`config.mk`:
```
export PLATFORM = sky130hd
export DESIGN_NAME = humidity_temp_compensation
export DESIGN_NICKNAME = d
export VERILOG_FILES = /design/src/hdl/htc_pkg.sv /design/src/hdl/htc_lin.sv /design/src/hdl/htc_out.sv /design/src/hdl/humidity_temp_compensation.sv
export SDC_FILE = /design/constraint.sdc
export NUM_CORES = 2
export LEC_CHECK = 0
export BUFFER_PORTS_ARGS = -buffer_cell sky130_fd_sc_hd__clkbuf_2
export CORE_MARGIN = 5
export CORE_UTILIZATION = 40
export CTS_BUF_LIST = sky130_fd_sc_hd__clkbuf_2 sky130_fd_sc_hd__clkbuf_4 sky130_fd_sc_hd__clkbuf_8
export CTS_CLUSTER_SIZE = 8
export DETAILED_ROUTE_END_ITERATION = 12
export GPL_TIMING_DRIVEN = 1
export MAX_ROUTING_LAYER = met4
export PLACE_DENSITY_LB_ADDON = 0.12
export SLEW_MARGIN = 10
export SYNTH_ARGS = -nofsm -noshare
export SYNTH_HDL_FRONTEND = slang
export SYNTH_SLANG_ARGS = --single-unit
```
`constraint.sdc`:
```
create_clock -name clk -period 5.9 [get_ports clk]
set_input_delay 0.59 -clock clk [delete_from_list [all_inputs] [get_ports clk]]
set_output_delay 0.59 -clock clk [all_outputs]
set_load 0.02 [all_outputs]
```
`src/hdl/htc_pkg.sv`:
```
// htc_pkg: fixed-point constants, widths and shared types for the
// humidity/temperature compensation pipeline; no dependencies
package htc_pkg;

  localparam int FRAC_BITS = 24;

  localparam int H_W    = 12;
  localparam int T_W    = 14;
  localparam int TC_W   = 15;
  localparam int HUM_W  = 14;
  localparam int HH_W   = 2 * H_W;
  localparam int K_W    = FRAC_BITS;
  localparam int LIN_W  = FRAC_BITS + 9;
  localparam int PROD_W = LIN_W - 1;
  localparam int SLP_W  = FRAC_BITS;
  localparam int DM_W   = TC_W + SLP_W + 1;
  localparam int SUM_W  = FRAC_BITS + 16;
  localparam int RND_W  = SUM_W - FRAC_BITS;

  localparam longint K2_L  = ((longint'(405) << FRAC_BITS) + 5000) / 10000;
  localparam longint K3_L  = ((longint'(28) << FRAC_BITS) + 5000000) / 10000000;
  localparam longint KT1_L = ((longint'(1) << FRAC_BITS) + 50) / 100;
  localparam longint KT2_L = ((longint'(8) << FRAC_BITS) + 50000) / 100000;

  localparam logic [K_W-1:0] K2  = K_W'(K2_L);
  localparam logic [K_W-1:0] K3  = K_W'(K3_L);
  localparam logic [K_W-1:0] KT1 = K_W'(KT1_L);
  localparam logic [K_W-1:0] KT2 = K_W'(KT2_L);

  localparam logic signed [LIN_W-1:0] C1   = LIN_W'(-(longint'(4) << FRAC_BITS));
  localparam logic signed [SUM_W-1:0] HALF = SUM_W'(longint'(1) << (FRAC_BITS - 1));
  localparam logic signed [7:0]       HUNDRED = 8'sd100;

  localparam logic signed [TC_W-1:0]  TEMP_OFFSET = 15'sd3960;
  localparam logic signed [TC_W-1:0]  TEMP_REF    = 15'sd6460;
  localparam logic signed [RND_W-1:0] HUM_TOP     = RND_W'(10000);
  localparam logic signed [RND_W-1:0] HUM_BOTTOM  = RND_W'(10);

  typedef enum logic [1:0] {
    CLAMP_NONE   = 2'd0,
    CLAMP_TOP    = 2'd1,
    CLAMP_BOTTOM = 2'd2
  } clamp_t;

  typedef struct packed {
    logic                    valid;
    logic signed [LIN_W-1:0] lin;
    logic [SLP_W-1:0]        slope;
    logic signed [TC_W-1:0]  delta;
    logic signed [TC_W-1:0]  temp;
  } lin_bus_t;

endpackage

```
`src/hdl/htc_lin.sv`:
```
// htc_lin: stages 1-3, square of the humidity count, coefficient products,
// linearised humidity and compensation slope; depends on htc_pkg
module htc_lin (
  input  logic                        clk,
  input  logic                        rst_n,
  input  logic                        start,
  input  logic [htc_pkg::H_W-1:0]     humidity_ticks,
  input  logic [htc_pkg::T_W-1:0]     temperature_ticks,
  output htc_pkg::lin_bus_t           lin_bus
);
  import htc_pkg::*;

  logic                    v1_r, v2_r, v3_r;
  logic [H_W-1:0]          h1_r;
  logic [HH_W-1:0]         hh1_r;
  logic signed [TC_W-1:0]  temp1_r, temp2_r, temp3_r;
  logic signed [TC_W-1:0]  d1_r, d2_r, d3_r;
  logic [PROD_W-1:0]       k2h2_r, k3hh2_r;
  logic [SLP_W-1:0]        kth2_r;
  logic signed [LIN_W-1:0] lin3_r;
  logic [SLP_W-1:0]        slope3_r;

  logic signed [TC_W-1:0]  t_s;
  logic [K_W+H_W-1:0]      k2h_full, kth_full;
  logic [K_W+HH_W-1:0]     k3hh_full;
  logic signed [LIN_W-1:0] lin_nxt;
  logic [SLP_W-1:0]        slope_nxt;

  assign t_s       = $signed({1'b0, temperature_ticks});
  assign k2h_full  = K2 * h1_r;
  assign k3hh_full = K3 * hh1_r;
  assign kth_full  = KT2 * h1_r;
  assign lin_nxt   = C1 + $signed({1'b0, k2h2_r}) - $signed({1'b0, k3hh2_r});
  assign slope_nxt = KT1 + kth2_r;

  always_ff @(posedge clk) begin
    if (!rst_n) begin
      v1_r <= 1'b0;
      v2_r <= 1'b0;
      v3_r <= 1'b0;
    end else begin
      v1_r <= start;
      v2_r <= v1_r;
      v3_r <= v2_r;
    end
  end

  always_ff @(posedge clk) begin
    h1_r     <= humidity_ticks;
    hh1_r    <= humidity_ticks * humidity_ticks;
    temp1_r  <= t_s - TEMP_OFFSET;
    d1_r     <= t_s - TEMP_REF;
    k2h2_r   <= k2h_full[PROD_W-1:0];
    k3hh2_r  <= k3hh_full[PROD_W-1:0];
    kth2_r   <= kth_full[SLP_W-1:0];
    temp2_r  <= temp1_r;
    d2_r     <= d1_r;
    lin3_r   <= lin_nxt;
    slope3_r <= slope_nxt;
    temp3_r  <= temp2_r;
    d3_r     <= d2_r;
  end

  assign lin_bus.valid = v3_r;
  assign lin_bus.lin   = lin3_r;
  assign lin_bus.slope = slope3_r;
  assign lin_bus.delta = d3_r;
  assign lin_bus.temp  = temp3_r;

endmodule

```
`src/hdl/htc_out.sv`:
```
// htc_out: stages 4-5, temperature correction product, rounding and clamp;
// depends on htc_pkg
module htc_out (
  input  logic                          clk,
  input  logic                          rst_n,
  input  htc_pkg::lin_bus_t             lin_bus,
  output logic                          out_valid,
  output logic signed [htc_pkg::TC_W-1:0] out_temperature_centi,
  output logic [htc_pkg::HUM_W-1:0]     out_humidity_centi,
  output htc_pkg::clamp_t               out_clamp_state
);
  import htc_pkg::*;

  logic                    v4_r, v5_r;
  logic signed [SUM_W-1:0] lin100_r;
  logic signed [DM_W-1:0]  dmul_r;
  logic signed [TC_W-1:0]  temp4_r, temp5_r;
  logic [HUM_W-1:0]        hum5_r;
  clamp_t                  clamp5_r;

  logic signed [SUM_W-1:0] lin100_nxt;
  logic signed [DM_W-1:0]  dmul_nxt;
  logic signed [SUM_W-1:0] sum;
  logic signed [RND_W-1:0] hum_rnd;
  logic [HUM_W-1:0]        hum_nxt;
  clamp_t                  clamp_nxt;

  assign lin100_nxt = lin_bus.lin * HUNDRED;
  assign dmul_nxt   = lin_bus.delta * $signed({1'b0, lin_bus.slope});
  assign sum        = lin100_r + SUM_W'(dmul_r) + HALF;
  assign hum_rnd    = sum[SUM_W-1:FRAC_BITS];

  always_comb begin
    if (hum_rnd > HUM_TOP) begin
      hum_nxt   = HUM_W'(HUM_TOP);
      clamp_nxt = CLAMP_TOP;
    end else if (hum_rnd < HUM_BOTTOM) begin
      hum_nxt   = HUM_W'(HUM_BOTTOM);
      clamp_nxt = CLAMP_BOTTOM;
    end else begin
      hum_nxt   = hum_rnd[HUM_W-1:0];
      clamp_nxt = CLAMP_NONE;
    end
  end

  always_ff @(posedge clk) begin
    if (!rst_n) begin
      v4_r <= 1'b0;
      v5_r <= 1'b0;
    end else begin
      v4_r <= lin_bus.valid;
      v5_r <= v4_r;
    end
  end

  always_ff @(posedge clk) begin
    lin100_r <= lin100_nxt;
    dmul_r   <= dmul_nxt;
    temp4_r  <= lin_bus.temp;
    temp5_r  <= temp4_r;
    hum5_r   <= hum_nxt;
    clamp5_r <= clamp_nxt;
  end

  assign out_valid             = v5_r;
  assign out_temperature_centi = temp5_r;
  assign out_humidity_centi    = hum5_r;
  assign out_clamp_state       = clamp5_r;

endmodule

```
`src/hdl/humidity_temp_compensation.sv`:
```
// humidity_temp_compensation: top level, five-stage pipeline from a raw
// humidity/temperature request to temperature and compensated humidity
// start passes down a chain of valid registers to out_valid, one request per cycle, busy stays low
// the multiplies sit in stages 1, 2 and 4, the wide adds and the compare in stages 3 and 5
// synchronous active-low reset clears the valid bits; data registers are not reset
// results are strobed for one cycle and cannot be held off by the receiver
module humidity_temp_compensation (
  input  logic                            clk,
  input  logic                            rst_n,
  input  logic                            start,
  output logic                            busy,
  input  logic [htc_pkg::H_W-1:0]         in_humidity_ticks,
  input  logic [htc_pkg::T_W-1:0]         in_temperature_ticks,
  output logic                            out_valid,
  output logic signed [htc_pkg::TC_W-1:0] out_temperature_centi,
  output logic [htc_pkg::HUM_W-1:0]       out_humidity_centi,
  output htc_pkg::clamp_t                 out_clamp_state
);
  import htc_pkg::*;

  lin_bus_t lin_bus;

  assign busy = 1'b0;

  htc_lin u_lin (
    .clk               (clk),
    .rst_n             (rst_n),
    .start             (start),
    .humidity_ticks    (in_humidity_ticks),
    .temperature_ticks (in_temperature_ticks),
    .lin_bus           (lin_bus)
  );

  htc_out u_out (
    .clk                   (clk),
    .rst_n                 (rst_n),
    .lin_bus               (lin_bus),
    .out_valid             (out_valid),
    .out_temperature_centi (out_temperature_centi),
    .out_humidity_centi    (out_humidity_centi),
    .out_clamp_state       (out_clamp_state)
  );

  a_valid_follows_start: assert property (@(posedge clk) disable iff (!rst_n)
    out_valid |-> $past(start, 5))
    else $error("result strobe without a request five cycles earlier");

  a_hum_range: assert property (@(posedge clk) disable iff (!rst_n)
    out_valid |-> (out_humidity_centi >= 14'd10 && out_humidity_centi <= 14'd10000))
    else $error("humidity outside clamp range");

  a_clamp_value: assert property (@(posedge clk) disable iff (!rst_n)
    (out_valid && out_clamp_state != CLAMP_NONE) |->
      ((out_clamp_state == CLAMP_TOP && out_humidity_centi == 14'd10000) ||
       (out_clamp_state == CLAMP_BOTTOM && out_humidity_centi == 14'd10)))
    else $error("clamp flag disagrees with humidity");

  a_temp_path: assert property (@(posedge clk) disable iff (!rst_n)
    out_valid |-> out_temperature_centi ==
      $signed({1'b0, $past(in_temperature_ticks, 5)}) - TEMP_OFFSET)
    else $error("temperature does not match request");

endmodule
```
==> results_dict.tcl <==
set metrics [dict create \
    status "finished with violations" \
    violations "negative setup slack" \
    cpMostUsedCell "fa_1" \
    htreeDepth 3 \
    drt_pass1_iterations 5 \
    seq_area_frac_synth 0.193 \
    fin_crit_sh 1.01 \
    tritoncts "yes" \
    coreArea_um2 98000 \
    fin_cells 5751 \
    layout.area.seq_um2 7680 \
    routed_wl_um 86900 \
    cts.path.max_buffers 3 \
    gr-usage-all-layers 0.180 \
    min_period_ns 5.94 \
    drive_gt1_frac 0.156 \
    cts.sinks 379 \
    crit_buf_inv 5 \
    synth.distinct_cells 84 \
    critPathLaunchType "flip-flop" \
    worstPathRequired_ns 6.49 \
    syn_nets 5226 \
    antenna_left 0 \
    synthArstFlopShare 0 \
    start_util 0.401 \
    drcViolationCount 0 \
    multi_input_area_um2 28800 \
    ys_warn_count 0 \
    crit_chain "buf_12, and2_4, fa_1, inv_1, fa_1, inv_1, fa_1, fa_1, fa_1, inv_1, fa_1, inv_1, ha_2, or3_4, a211o_1, nand4_1, a21oi_4, nor4_4, o31ai_4, o21a_1, nor2_1, xnor2_1" \
    crit_fanout 11 \
    min_path_type "in -> reg" \
    drv_cap 0 \
    worst_slack_ns -0.0376 \
    cts_buffers 72 \
    dp_hpwl_um 74800 \
    clk_latency_ns 0.69 \
    rsz0062_at_grt "yes" \
    relSlewSlack 0.477 \
    synth.cell_area_um2 39300 \
    cts_root_buffer "clkbuf_8" \
    vias 26700 \
    crit_slowest_cell "fa_1" \
    drt_iter0_drc 789 \
    grt_max_degree 16 \
    cpPeakStageDelay_ns 0.52 \
    nFillCells 9419 \
    synthToLayoutAreaGrowth_pct 16.7 \
    viasPerCell 4.65 \
    worst_slew_pin_slew_ns 0.764 \
    cp-end-kind "flip-flop" \
    place_ws_ns -0.463 \
    synth_top_flop_cell "dfxtp_1" \
    cp.arrival_ns 6.52 \
    antenna_found_initial 1 \
    finalSetupViolations 3 \
    die-height_um 324 \
    dp_cells 5596 \
    synth_edf_count 0 \
    grt_pass1_vias 28900 \
    grt_pass1_wl_um 148000 \
    fmax_mhz 168 \
    hold_violations 0 \
    io_buffers 60 \
    die-area_um2 105000 \
    num_rows 115 \
    overflow 0 \
    path_delay_family "adder cells" \
    avgSynthCellArea_um2 9.79 \
    post_drt_wl_per_cell_um 15.1 \
    clk_pin_slew_ns 0.06 \
    skew_ns 0.0449 \
    worstSetupPathType "reg -> reg" \
    pin_count 62 \
    gp_congestion 0.816 \
    nNetsFinal 5619 \
    ys_seq_elements 379 \
    die_w_um 324 \
    slew_violations 0 \
    synthCells 4017 \
]
Yosys cell counts, types with 18 or more instances:
library cell / instances / share of area
a211oi_1: 18 / 0.0034
a21o_1: 64 / 0.012
a21oi_1: 149 / 0.019
a31oi_1: 21 / 0.0033
and2_1: 189 / 0.030
and3_1: 22 / 0.0035
clkbuf_1: 71 / 0.0068
dfxtp_1: 379 / 0.19
fa_1: 553 / 0.28
ha_1: 627 / 0.20
inv_1: 827 / 0.079
nand2_1: 297 / 0.028
nand2b_1: 30 / 0.0048
nand3_1: 43 / 0.0055
nor2_1: 120 / 0.011
nor2b_1: 40 / 0.0064
nor3_1: 39 / 0.0050
o21a_1: 28 / 0.0053
o21ai_0: 70 / 0.0089
o21bai_1: 23 / 0.0044
xnor2_1: 167 / 0.037
xor2_1: 60 / 0.013
layer usage:
metal  track usage  up-vias  part of all wire  wire length [µm]
met2         0.317      267              0.50             43700
met3        0.0201      111             0.023              1970
met4        0.0424        0             0.024              2060
met5             -        -                 0                 0
met1         0.223    12800              0.45             39100
li1              -    13500                 -                 -
registers in the layout, summed over array words and instances (netlist names), 21 cells and up:
name and count:
u_out.lin100_r 37, u_lin.lin3_r 32, u_lin.k2h2_r 32, u_lin.kth2_r 21, u_lin.hh1_r 22, u_lin.k3hh2_r 28
u_lin.slope3_r 23, u_out.dmul_r 37
logic make-up (layout without fill, tap and decap cells):
group	after synthesis	in the layout	synth area share
and+or+nand+nor	850	850	0.107
AOI/OAI and AO/OA	475	475	0.0807
other	1	3	0.0000953
DFF	379	379	0.193
adders and majority gates	1180	1180	0.481
xor gates and xnor gates	227	227	0.0506
muxes	4	4	0.00105
buffers and inverters	901	1346	0.0863
metrics by stage:
stage / util / hold WS, ns / cell area, µm² / TNS, ns
floorplan: - / 0.310 / 39400 / -0.0106
finish: 0.469 / 0.0961 / 45900 / -0.0480
global placement: 0.443 / 0.310 / 43400 / -3.29
CTS: 0.464 / 0.0255 / 45500 / -0.282
detailed placement: 0.443 / 0.312 / 43400 / -3.52
global route: 0.469 / 0.0531 / 45900 / -1.72
worst paths after layout:
check                               start                       end  slack [ns]  depth (start not counted)
setup / recovery    u_lin.d3_r[4]$_DFF_P_  u_out.dmul_r[39]$_DFF_P_       -0.04                         22
hold / removal    in_temperature_ticks[2]  u_lin.temp1_r[2]$_DFF_P_         0.1                          1
setup reg to reg    u_lin.d3_r[4]$_DFF_P_  u_out.dmul_r[39]$_DFF_P_       -0.04                         22
hold reg to reg    u_lin.d2_r[12]$_DFF_P_    u_lin.d3_r[12]$_DFF_P_        0.30                          0
layout make-up:
type                            instances  area share
Inverter                              827      0.0676
Clock buffer                           98      0.0273
Tap cell                             1287      0.0351
Sequential cell                       379       0.167
Multi-Input combinational cell       2737       0.628
Timing Repair Buffer                  393      0.0664
Antenna cell                            2    0.000109
Clock inverter                         28     0.00817
layout by cell type, fill, tap and decap left out, types with 14 or more instances in the layout:
| cell | instances |
|---|---|
| nand2b_1 | 29 |
| dfxtp_4 | 21 |
| xor2_1 | 60 |
| o21a_1 | 28 |
| and2_4 | 16 |
| dfxtp_1 | 344 |
| o21bai_1 | 22 |
| nor2b_1 | 38 |
| buf_6 | 19 |
| o21ai_0 | 59 |
| nand3_1 | 43 |
| dfxtp_2 | 14 |
| xnor2_1 | 165 |
| fa_1 | 540 |
| and3_1 | 21 |
| and2_1 | 173 |
| nand4_1 | 15 |
| a21oi_1 | 137 |
| nand2_1 | 292 |
| inv_2 | 15 |
| a31oi_1 | 20 |
| clkbuf_4 | 15 |
| ha_1 | 614 |
| buf_12 | 14 |
| buf_4 | 297 |
| inv_1 | 812 |
| nor3_1 | 37 |
| a211oi_1 | 18 |
| clkbuf_2 | 60 |
| nor2_1 | 116 |
| clkbuf_8 | 83 |
| a21o_1 | 64 |
what timing repair did:
action	CTS	global route
hold buffers	2	0
endpoints found under the hold margin	2	0
pin swaps	63	54
gates cloned	0	0
resized for setup	114	90
buffers inserted	20	8
endpoints found under the setup margin	16	19
Power is not shown: default switching activity piles up to over one toggle a cycle in this logic, so the estimate is an artifact.
